--- src/rtl/acpu_pkg.sv ---
`timescale 1ns / 1ps

package acpu_pkg;

   // item kinds on the request channel
   localparam logic REQ_WRITE = 1'b0;
   localparam logic REQ_EXEC  = 1'b1;

   // instruction operation codes; codes above OP_SKIPZ act as no-op
   localparam logic [3:0] OP_NOP   = 4'd0;
   localparam logic [3:0] OP_LOAD  = 4'd1;
   localparam logic [3:0] OP_ADD   = 4'd2;
   localparam logic [3:0] OP_STORE = 4'd3;
   localparam logic [3:0] OP_SUB   = 4'd4;
   localparam logic [3:0] OP_INPUT = 4'd5;
   localparam logic [3:0] OP_OUT   = 4'd6;
   localparam logic [3:0] OP_HALT  = 4'd7;
   localparam logic [3:0] OP_JUMP  = 4'd8;
   localparam logic [3:0] OP_SKIPZ = 4'd9;

   // instruction word layout
   localparam int OP_W   = 4;
   localparam int OPD_W  = 4;
   localparam int WORD_W = OP_W + OPD_W;
   localparam int ACC_W  = 32;

   // outcome of one executed instruction
   typedef struct packed {
      logic [ACC_W-1:0] acc;
      logic             store;
      logic             show;
      logic             halt;
      logic             jump;
      logic             skip;
   } exec_type;

endpackage

--- src/rtl/acpu_alu.sv ---
`timescale 1ns / 1ps

module acpu_alu (
   input  logic [acpu_pkg::OP_W-1:0]  op,
   input  logic [acpu_pkg::ACC_W-1:0] acc,
   input  logic [acpu_pkg::ACC_W-1:0] data_value,
   input  logic [acpu_pkg::ACC_W-1:0] in_value,
   output acpu_pkg::exec_type         result
);

   // decode the operation and form the new accumulator and control flags
   always_comb begin
      result       = '0;
      result.acc   = acc;
      case (op)
         acpu_pkg::OP_LOAD:  result.acc   = data_value;
         acpu_pkg::OP_ADD:   result.acc   = acc + data_value;
         acpu_pkg::OP_STORE: result.store = 1'b1;
         acpu_pkg::OP_SUB:   result.acc   = acc - data_value;
         acpu_pkg::OP_INPUT: result.acc   = in_value;
         acpu_pkg::OP_OUT:   result.show  = 1'b1;
         acpu_pkg::OP_HALT:  result.halt  = 1'b1;
         acpu_pkg::OP_JUMP:  result.jump  = 1'b1;
         acpu_pkg::OP_SKIPZ: result.skip  = (acc == '0);
         default:            result.acc   = acc;
      endcase
   end

endmodule

--- src/rtl/accumulator_cpu_step.sv ---
`timescale 1ns / 1ps

// Channel   Direction  Transfer marker        Payload
// request   in         start & !busy          req_opcode, req_prog_addr, req_instr_op,
//                                             req_instr_operand, req_in_value
// response  out        rsp_strobe (1 cycle)   rsp_pc, rsp_acc, rsp_out_valid, rsp_halted
//
// A program word write, or an execute while halted, answers in the cycle after the
// transfer and the next request may come in that same cycle.
// An executed instruction goes through program memory read, data memory read,
// then update and write back; busy stays high until the result strobe.
// After reset a clearing pass zeroes both memories, with busy high throughout.
// The receiver cannot stall; each result is shown for exactly one cycle.
module accumulator_cpu_step #(
   parameter int PROG_WORDS = 128,
   parameter int DATA_WORDS = 16
) (
   input  logic        clock,
   input  logic        reset,
   input  logic        start,
   output logic        busy,
   input  logic        req_opcode,
   input  logic [6:0]  req_prog_addr,
   input  logic [3:0]  req_instr_op,
   input  logic [3:0]  req_instr_operand,
   input  logic signed [31:0] req_in_value,
   output logic        rsp_strobe,
   output logic [6:0]  rsp_pc,
   output logic signed [31:0] rsp_acc,
   output logic        rsp_out_valid,
   output logic        rsp_halted
);

   localparam int PA_W = $clog2(PROG_WORDS);
   localparam int DA_W = $clog2(DATA_WORDS);
   localparam logic [10:0]   PROG_LIMIT = 11'(PROG_WORDS);
   localparam logic [10:0]   DATA_LIMIT = 11'(DATA_WORDS);
   localparam logic [PA_W-1:0] PC_LAST  = PA_W'(PROG_WORDS - 1);

   typedef enum logic [3:0] {
      ST_CLEAR = 4'b0001,
      ST_IDLE  = 4'b0010,
      ST_FETCH = 4'b0100,
      ST_EXEC  = 4'b1000
   } state_type;

   state_type state_ff, state_in;
   logic [PA_W-1:0] clear_idx_ff, clear_idx_in;
   logic [PA_W-1:0] pc_ff, pc_in;
   logic [acpu_pkg::ACC_W-1:0] acc_ff, acc_in;
   logic halted_ff, halted_in;
   logic strobe_ff, strobe_in;
   logic out_valid_ff, out_valid_in;
   logic [acpu_pkg::ACC_W-1:0] inval_ff;

   logic [acpu_pkg::WORD_W-1:0] prog_mem [PROG_WORDS];
   logic [acpu_pkg::WORD_W-1:0] prog_rdata_ff;
   logic [acpu_pkg::ACC_W-1:0]  data_mem [DATA_WORDS];
   logic [acpu_pkg::ACC_W-1:0]  data_rdata_ff;

   logic                        accept;
   logic [10:0]                 paddr_wide;
   logic                        paddr_ok;
   logic                        prog_we;
   logic [PA_W-1:0]             prog_waddr;
   logic [acpu_pkg::WORD_W-1:0] prog_wdata;
   logic [acpu_pkg::OP_W-1:0]   word_op;
   logic [acpu_pkg::OPD_W-1:0]  word_opd;
   logic [10:0]                 opd_wide;
   logic                        opd_ok;
   logic [DA_W-1:0]             opd_idx;
   logic                        clear_data;
   logic                        data_we;
   logic [DA_W-1:0]             data_waddr;
   logic [acpu_pkg::ACC_W-1:0]  data_wdata;
   logic [acpu_pkg::ACC_W-1:0]  data_value;
   logic [PA_W-1:0]             pc_inc;
   logic [PA_W-1:0]             pc_skip;
   logic [PA_W-1:0]             pc_jump;
   logic [10:0]                 pc_wide;
   acpu_pkg::exec_type          ex;

   assign accept = start && (state_ff == ST_IDLE);
   assign busy   = (state_ff != ST_IDLE);

   // program word write port: clearing pass or a word-write transfer
   assign paddr_wide = {4'b0, req_prog_addr};
   assign paddr_ok   = (paddr_wide < PROG_LIMIT);
   assign prog_we    = (state_ff == ST_CLEAR)
                    || (accept && (req_opcode == acpu_pkg::REQ_WRITE) && paddr_ok);
   assign prog_waddr = (state_ff == ST_CLEAR) ? clear_idx_ff : paddr_wide[PA_W-1:0];
   assign prog_wdata = (state_ff == ST_CLEAR) ? '0 : {req_instr_op, req_instr_operand};

   // program memory, read at the current pc
   always_ff @(posedge clock) begin
      if (prog_we) begin
         prog_mem[prog_waddr] <= prog_wdata;
      end
      prog_rdata_ff <= prog_mem[pc_ff];
   end

   // split the fetched word; out-of-range operands read as zero
   assign word_op  = prog_rdata_ff[acpu_pkg::WORD_W-1:acpu_pkg::OPD_W];
   assign word_opd = prog_rdata_ff[acpu_pkg::OPD_W-1:0];
   assign opd_wide = {7'b0, word_opd};
   assign opd_ok   = (opd_wide < DATA_LIMIT);
   assign opd_idx  = opd_wide[DA_W-1:0];

   // data write port: clearing pass or a store in the execute cycle
   assign clear_data = (state_ff == ST_CLEAR) && ({{(11-PA_W){1'b0}}, clear_idx_ff} < DATA_LIMIT);
   assign data_we    = clear_data || ((state_ff == ST_EXEC) && ex.store && opd_ok);
   assign data_waddr = clear_data ? clear_idx_ff[DA_W-1:0] : opd_idx;
   assign data_wdata = clear_data ? '0 : acc_ff;

   // data memory, read at the fetched operand
   always_ff @(posedge clock) begin
      if (data_we) begin
         data_mem[data_waddr] <= data_wdata;
      end
      data_rdata_ff <= data_mem[opd_idx];
   end

   assign data_value = opd_ok ? data_rdata_ff : '0;

   acpu_alu u_alu (
      .op         (word_op),
      .acc        (acc_ff),
      .data_value (data_value),
      .in_value   (inval_ff),
      .result     (ex)
   );

   // next pc candidates; increment and skip wrap at the program size
   assign pc_inc  = (pc_ff == PC_LAST) ? '0 : pc_ff + PA_W'(1);
   assign pc_skip = (pc_inc == PC_LAST) ? '0 : pc_inc + PA_W'(1);
   assign pc_jump = opd_wide[PA_W-1:0];

   // sequence the clear pass, fetch and execute
   always_comb begin
      state_in     = state_ff;
      clear_idx_in = clear_idx_ff;
      pc_in        = pc_ff;
      acc_in       = acc_ff;
      halted_in    = halted_ff;
      strobe_in    = 1'b0;
      out_valid_in = 1'b0;
      case (state_ff)
         ST_CLEAR: begin
            clear_idx_in = clear_idx_ff + PA_W'(1);
            if (clear_idx_ff == PC_LAST) begin
               state_in = ST_IDLE;
            end
         end
         ST_IDLE: begin
            if (accept) begin
               if ((req_opcode == acpu_pkg::REQ_EXEC) && !halted_ff) begin
                  state_in = ST_FETCH;
               end else begin
                  strobe_in = 1'b1;
               end
            end
         end
         ST_FETCH: begin
            state_in = ST_EXEC;
         end
         ST_EXEC: begin
            state_in     = ST_IDLE;
            strobe_in    = 1'b1;
            out_valid_in = ex.show;
            acc_in       = ex.acc;
            halted_in    = halted_ff || ex.halt;
            if (ex.jump) begin
               pc_in = pc_jump;
            end else if (ex.skip) begin
               pc_in = pc_skip;
            end else begin
               pc_in = pc_inc;
            end
         end
         default: begin
            state_in = ST_IDLE;
         end
      endcase
   end

   // control registers
   always_ff @(posedge clock) begin
      if (reset) begin
         state_ff     <= ST_CLEAR;
         clear_idx_ff <= '0;
         pc_ff        <= '0;
         acc_ff       <= '0;
         halted_ff    <= 1'b0;
         strobe_ff    <= 1'b0;
         out_valid_ff <= 1'b0;
      end else begin
         state_ff     <= state_in;
         clear_idx_ff <= clear_idx_in;
         pc_ff        <= pc_in;
         acc_ff       <= acc_in;
         halted_ff    <= halted_in;
         strobe_ff    <= strobe_in;
         out_valid_ff <= out_valid_in;
      end
   end

   // hold the input value for the execute cycle
   always_ff @(posedge clock) begin
      if (accept) begin
         inval_ff <= req_in_value;
      end
   end

   // drive the response straight from the architectural registers
   assign pc_wide       = {{(11-PA_W){1'b0}}, pc_ff};
   assign rsp_strobe    = strobe_ff;
   assign rsp_pc        = pc_wide[6:0];
   assign rsp_acc       = acc_ff;
   assign rsp_out_valid = out_valid_ff;
   assign rsp_halted    = halted_ff;

   a_onehot_state: assert property (@(posedge clock) disable iff (reset)
      $onehot(state_ff))
      else $error("state register not one-hot");

   a_strobe_source: assert property (@(posedge clock) disable iff (reset)
      rsp_strobe |-> $past(state_ff == ST_EXEC) || $past(accept))
      else $error("result strobe without a transfer or an execute");

   a_halt_sticky: assert property (@(posedge clock) disable iff (reset)
      halted_ff |=> halted_ff)
      else $error("halt flag dropped");

   a_store_window: assert property (@(posedge clock) disable iff (reset)
      data_we |-> (state_ff == ST_EXEC) || (state_ff == ST_CLEAR))
      else $error("data memory written outside execute or clear");

   a_out_valid_strobe: assert property (@(posedge clock) disable iff (reset)
      rsp_out_valid |-> rsp_strobe)
      else $error("output flag without a result strobe");

endmodule
--- config.mk ---
export PLATFORM = sky130hd
export DESIGN_NAME = accumulator_cpu_step
export DESIGN_NICKNAME = d
export VERILOG_FILES = /design/src/rtl/acpu_pkg.sv /design/src/rtl/acpu_alu.sv /design/src/rtl/accumulator_cpu_step.sv
export SDC_FILE = /design/constraint.sdc
export NUM_CORES = 2
export LEC_CHECK = 0
export CAP_MARGIN = 25
export CORE_UTILIZATION = 40
export CTS_BUF_LIST = sky130_fd_sc_hd__clkbuf_16
export DETAILED_ROUTE_END_ITERATION = 10
export DONT_BUFFER_PORTS = 1
export MAX_ROUTING_LAYER = met4
export SKIP_CTS_REPAIR_TIMING = 1
export SYNTH_ARGS = -nofsm -noshare
export SYNTH_HDL_FRONTEND = slang
export SYNTH_SLANG_ARGS = --single-unit
--- constraint.sdc ---
create_clock -name clock -period 6.45 [get_ports clock]
set_clock_uncertainty 0.15 [all_clocks]
set_input_delay 0.9675 -clock clock [delete_from_list [all_inputs] [get_ports clock]]
set_output_delay 0.9675 -clock clock [all_outputs]
set_load 0.02 [all_outputs]
======== Word level (Yosys, flattened, before mapping) ========
Memory sizes are Yosys's and may differ from the RTL's. A register that Yosys moved wholly into a read port is not among the register bits.
Index checks and enable logic that the tools add are counted.
word-level totals
  memory bits (writable) .................. 1536
  latch bits .............................. 0
  word-level logic and storage cells ...... 82
  memories kept ........................... 2
  output and inout bits ................... 43
  bits in registers ....................... 85
  ROM bits ................................ 0
  input port bits ......................... 51
memory list
  memory    depth  bits a word  read ports  clocked after Yosys merged registers in  write ports  line                        text
  prog_mem  128    8            1           1                                        1            accumulator_cpu_step.sv:56  logic [acpu_pkg::WORD_W-1:0] prog_mem [PROG_WORDS];
  data_mem  16     32           1           1                                        1            accumulator_cpu_step.sv:58  logic [acpu_pkg::ACC_W-1:0] data_mem [DATA_WORDS];
operators by class
  multiply operators ...................... 0
  reductions and logical operators ........ 16
  magnitude comparators ................... 3
  shift-type cells ........................ 0
  eq/ne operators ......................... 20
  $add $sub $neg .......................... 5
  bitwise gates (word level) .............. 2
  multiplexer cells ....................... 26
  divide/modulo/power cells ............... 0
operators with widths
  cell                                                                           count
  32-bit case mux with 4 select lines                                            1
  32-bit two-way mux                                                             2
  7-bit two-way mux                                                              5
  32-bit adder                                                                   1
  32-bit zero test                                                               1
  32-bit subtractor                                                              1
  7-bit by 1-bit adder with 7-bit output (second input constant)                 3
  7-bit equality test (second input constant)                                    3
  4-bit by 3-bit equality test with 1-bit output (second input constant)         5
  4-bit two-way mux                                                              4
  4-bit by 2-bit equality test with 1-bit output (second input constant)         3
  4-bit equality test (second input constant)                                    3
  4-bit case mux with 3 select lines                                             1
  1-bit two-way mux                                                              11
  4-bit by 1-bit equality test with 1-bit output (second input constant)         2
  7-bit by 8-bit less-than comparator with 1-bit output (second input constant)  1
  8-bit two-way mux                                                              1
  1-bit logical AND                                                              7
  7-bit by 5-bit less-than comparator with 1-bit output (second input constant)  1
  4-bit by 5-bit less-than comparator with 1-bit output (second input constant)  1
  2-bit by 1-bit != test with 1-bit output (second input constant)               2
  4-bit by 2-bit != test with 1-bit output (second input constant)               1
  4-bit nonzero test                                                             1
  1-bit logical OR                                                               3
  other kinds (7)                                                                8

======== Longest topological paths before layout ========
  depth after elaboration ................. 7
  gate-level depth with buffers ........... 20

======== Modules after synthesis ========
From an unflattened synthesis, not the netlist that was laid out.
second synthesis, totals
  cell total of the unflattened synthesis .. 3392
  area total of the unflattened synthesis .. 65819.4 µm²
modules (own cells, without submodules)
  module                cells an instance  area an instance (µm²)  instances  seq. area each (µm²)
  accumulator_cpu_step  2933               62712.6                 1          48946.9
  acpu_alu              459                3106.7                  1          0.0

======== Worst setup path after synthesis ========
Ideal clock, no wire load.
  kind .................................... register to register
  start point ............................. reg state_ff[0]
  end point ............................... mem prog_mem[0][0] (netlist bit) (data pin)
  clock period less this slack ............ 5.068 ns
  stages on the path, launching flop included .. 5
  path buffers ............................ 2
  data required time ...................... 5.475 ns
  arrival ................................. 4.093 ns
  slack ................................... 1.382 ns
  path through ............................ dfxtp_1 -> nor4b_1 -> clkbuf_1 -> clkbuf_1 -> nor2b_1
between the ends
  word-level cells in the longest chain between the ends .. 2
ends and longest elaborated chain
  what                                            line                         text
  start: declaration                              accumulator_cpu_step.sv:47   state_type state_ff, state_in;
  start signal: assignment                        accumulator_cpu_step.sv:197  state_ff <= state_in;
  4-bit by 1-bit equality test with 1-bit output  accumulator_cpu_step.sv:92   assign prog_wdata = (state_ff == ST_CLEAR) ? '0 : {req_instr_op, req_instr_operand};
  8-bit two-way mux                               accumulator_cpu_step.sv:92
  via prog_wdata, one bit                         accumulator_cpu_step.sv:66   logic [acpu_pkg::WORD_W-1:0] prog_wdata;
  end: declaration                                accumulator_cpu_step.sv:56
The timed path passes the listed nets, and every way through them passes these cells.

======== Worst setup path in the final report ========
  start point ............................. reg data_rdata_ff[8] (netlist bit), read port of data_mem
  end point ............................... reg acc_ff, in the netlist rsp_acc[31]
between the ends
  word-level cells in the longest chain between the ends .. 3
  elaborated cells between the ends (all ways) .. 4
  classes of those cells .................. 2 x add/sub; 2 x mux
ends and longest elaborated chain
  what                                               line                            text
  start: declaration                                 accumulator_cpu_step.sv:59      logic [acpu_pkg::ACC_W-1:0] data_rdata_ff;
  32-bit two-way mux (*)                             accumulator_cpu_step.sv:123     assign data_value = opd_ok ? data_rdata_ff : '0;
  32-bit subtractor or 32-bit adder (tied branches)  acpu_alu.sv:19, acpu_alu.sv:17
  32-bit case mux with 4 select lines (*)            acpu_alu.sv:15                  case (op)
  end signal: assignment                             accumulator_cpu_step.sv:200     acc_ff <= acc_in;
  end: declaration                                   accumulator_cpu_step.sv:50      logic [acpu_pkg::ACC_W-1:0] acc_ff, acc_in;
Mark *: on every way between the ends. The rest lies on a longest branch, timed or not.
A chain may end at the register's enable or synchronous reset.

==> run summary <==
run status - finished clean
Synth area leader - edfxtp_1
root buf cell - clkbuf_16
Syn Area/Cell - 19.9 um^2
Die Height - 409 um
final WL - 160 mm
largest net degree at the start of global routing - 94
CTS tree - done
Final period util - 0.789
I/O Buffers - 0
Vias/cell - 5.73
fin. max-slew vios - 0
fin cells - 5,727
hold depth - 1
CP max-delay cell - or4_4
via count - 32,795
flops & latches, synth - 1,661
Synth top area share - 0.711
Max-cap violations - 0
Tot GR Track Use - 0.197
Post-DRT Antenna Nets - 0
Area growth, synth to finish - 12.8%
Mapped Area - 66,200 um^2
H-tree Lvls - 4
actual slew at the worst max-slew pin - 1.08 ns
Core Box Area - 164,000 um^2
die extent in x - 409 um
final hold viol count - 0
Hold Path Class - in2reg
required time worst endpoint - 6.98 ns
Syn Nets - 3,409
CP Cell Sequence - or4_4 > or3_4 > nor2_1 > nand2_1 > nor3_1 > nand3b_1 > o21ai_0 > xor2_1 > ha_1 > nand4_1 > nor2_1 > a221oi_1 > nand2_1 > a32o_1 > or4_1 > a31oi_1 > xnor2_1 > o32ai_1
die footprint - 167,000 um^2
layout cell share with drive strength beyond 1 - 0.231
Worst Reg-to-Reg Cells - 18
Nets - 3,484
Initial Util - 0.405
setup TNS - 0 ns
Slew HR - 0.278
top cells by area, synth - edfxtp_1 71%, mux4_2 15%, dfxtp_1 2.8%
critical path fanouts, max - 6
fin crit period - 5.09 ns
first-pass GRT wire length - 234 mm
RSZ-0062 raised after global routing - no
Leakage - 0.0232 uW
vias in the first global route - 32,921
Bufs on Longest Clock Path - 3
critical path's largest stage delay - 0.54 ns
Final setup viols - 0
initial antenna violation count - 7
drt initial violations - 3,283
wire per inst - 27.9 um
Clock Pin Slew Worst Setup and Hold Paths - 0.07 ns
Placer Congestion - 0.894
most common cell in the netlist - edfxtp_1
Pre-Repair DR Iteration Count - 5
Post-synth top flop - edfxtp_1
dpl hpwl - 96.7 mm
Num CTS Buffers - 170
crit start category - flip-flop
clock sink count - 1,661
most instantiated cells after synthesis - 1,568 x edfxtp_1, 448 x mux4_2, 234 x nor2_1
asr flop ratio synth - 0
placed cell count - 5,396
start-to-end type of the worst setup path - reg2reg
drt drc - 0
Yosys warnings - 0
sequential share of the synthesized area - 0.739
Netlist cell types - 80
Max rail drop VDD - 0.247 mV
worst skew pair latency - 0.82 ns
Power Density - 332 nW/um^2
Arrival @ worst endpoint - 5.62 ns
cell count after synthesis - 3,322
num ports - 94
grt ovf - 0
element type at the critical path end - flip-flop
EDFF count, synth - 1,568
post-layout util - 0.457
row cnt - 148
FMAX - 0.196 GHz
metrics by stage:
step           setup WS, ns  total power [uW]  hold WS, ns  instance area, um^2
5_1_grt                1.09             25600       0.0327                74700
3_3_place_gp           1.46             15500        0.359                69200
2_1_floorplan          1.38             14500        0.339                66200
6_report               1.36             24800       0.0783                74700
3_5_place_dp           1.48             15600        0.376                69200
4_1_cts                1.44             25000       0.0216                74700
logic make-up after synthesis:
logic type,Yosys count,synth area share
xor+xnor,70,0.00937
mux,531,0.165
fa+ha+maj,36,0.00691
simple gates,560,0.0406
buf+inv,196,0.0116
flops,1661,0.739
compound gates,268,0.0276
cell type report:
class / instances / area, um^2
Multi-Input combinational cell: 1465 / 16700
Clock buffer: 170 / 4250
Timing Repair Buffer: 77 / 758
Clock inverter: 142 / 1160
Antenna cell: 15 / 37.5
Sequential cell: 1661 / 49000
Fill cell: 13672 / 88800
Inverter: 22 / 82.6
Tap cell: 2175 / 2720
state kept, by name (all words and copies together), names as in the netlist:
name,cells
rsp_out_valid,1
inval_ff,32
rsp_strobe,1
prog_mem,1024
data_rdata_ff,32
data_mem,512
state_ff,4
prog_rdata_ff,8
clear_idx_ff,7
rsp_halted,1
rsp_acc,32
rsp_pc,7
critical path, delay by kind of cell (launching register included):
| kind | cells | cell delay (ns) |
|---|---|---|
| AO/OA/AOI/OAI | 5 | 1.08 |
| flip-flops | 1 | 0.36 |
| XOR/XNOR | 2 | 0.35 |
| adder cells (fa/ha/maj) | 1 | 0.33 |
| AND/OR/NAND/NOR | 10 | 2.69 |
power by group:
group | switching (uW) | internal, uW | total [uW]
registers | 354 | 12300 | 12600
logic | 1700 | 1040 | 2740
clock network | 4190 | 5280 | 9460
routing by layer:
metal	routed length, um	vias to the layer above	global-route usage
met2	73500	1287	0.288
met1	70200	17430	0.282
li1	-	13881	-
met5	0	-	-
met3	13400	197	0.0450
met4	2670	0	0.0429
final timing paths:
path,from,to,slack [ns]
min,reset,rsp_acc[18],0.08
min reg2reg,clear_idx_ff[1],clear_idx_ff[1],0.39
max reg2reg,data_rdata_ff[8],rsp_acc[31],1.36
max,data_rdata_ff[8],rsp_acc[31],1.36
cell usage in the layout (no fill, tap or decap), drive strengths merged, types with 7 or more instances in the layout:
cell / n
mux4: 448
ha: 35
a221o: 19
and2: 36
a211oi: 11
a22oi: 26
inv: 76
a21oi: 75
diode: 15
bufinv: 11
xor2: 34
edfxtp: 1568
and3: 8
a21o: 7
nand2b: 15
mux2: 8
or3: 11
dfxtp: 93
o2111ai: 8
clkbuf: 172
nor3: 39
a31oi: 12
o31ai: 11
mux2i: 75
or4: 9
nand3b: 11
nor2b: 22
xnor2: 36
o21ai: 46
a221oi: 14
clkinv: 72
nor2: 234
nor4: 13
nand2: 97
nand3: 40
buf: 75
(Power assumes the default switching activity.)
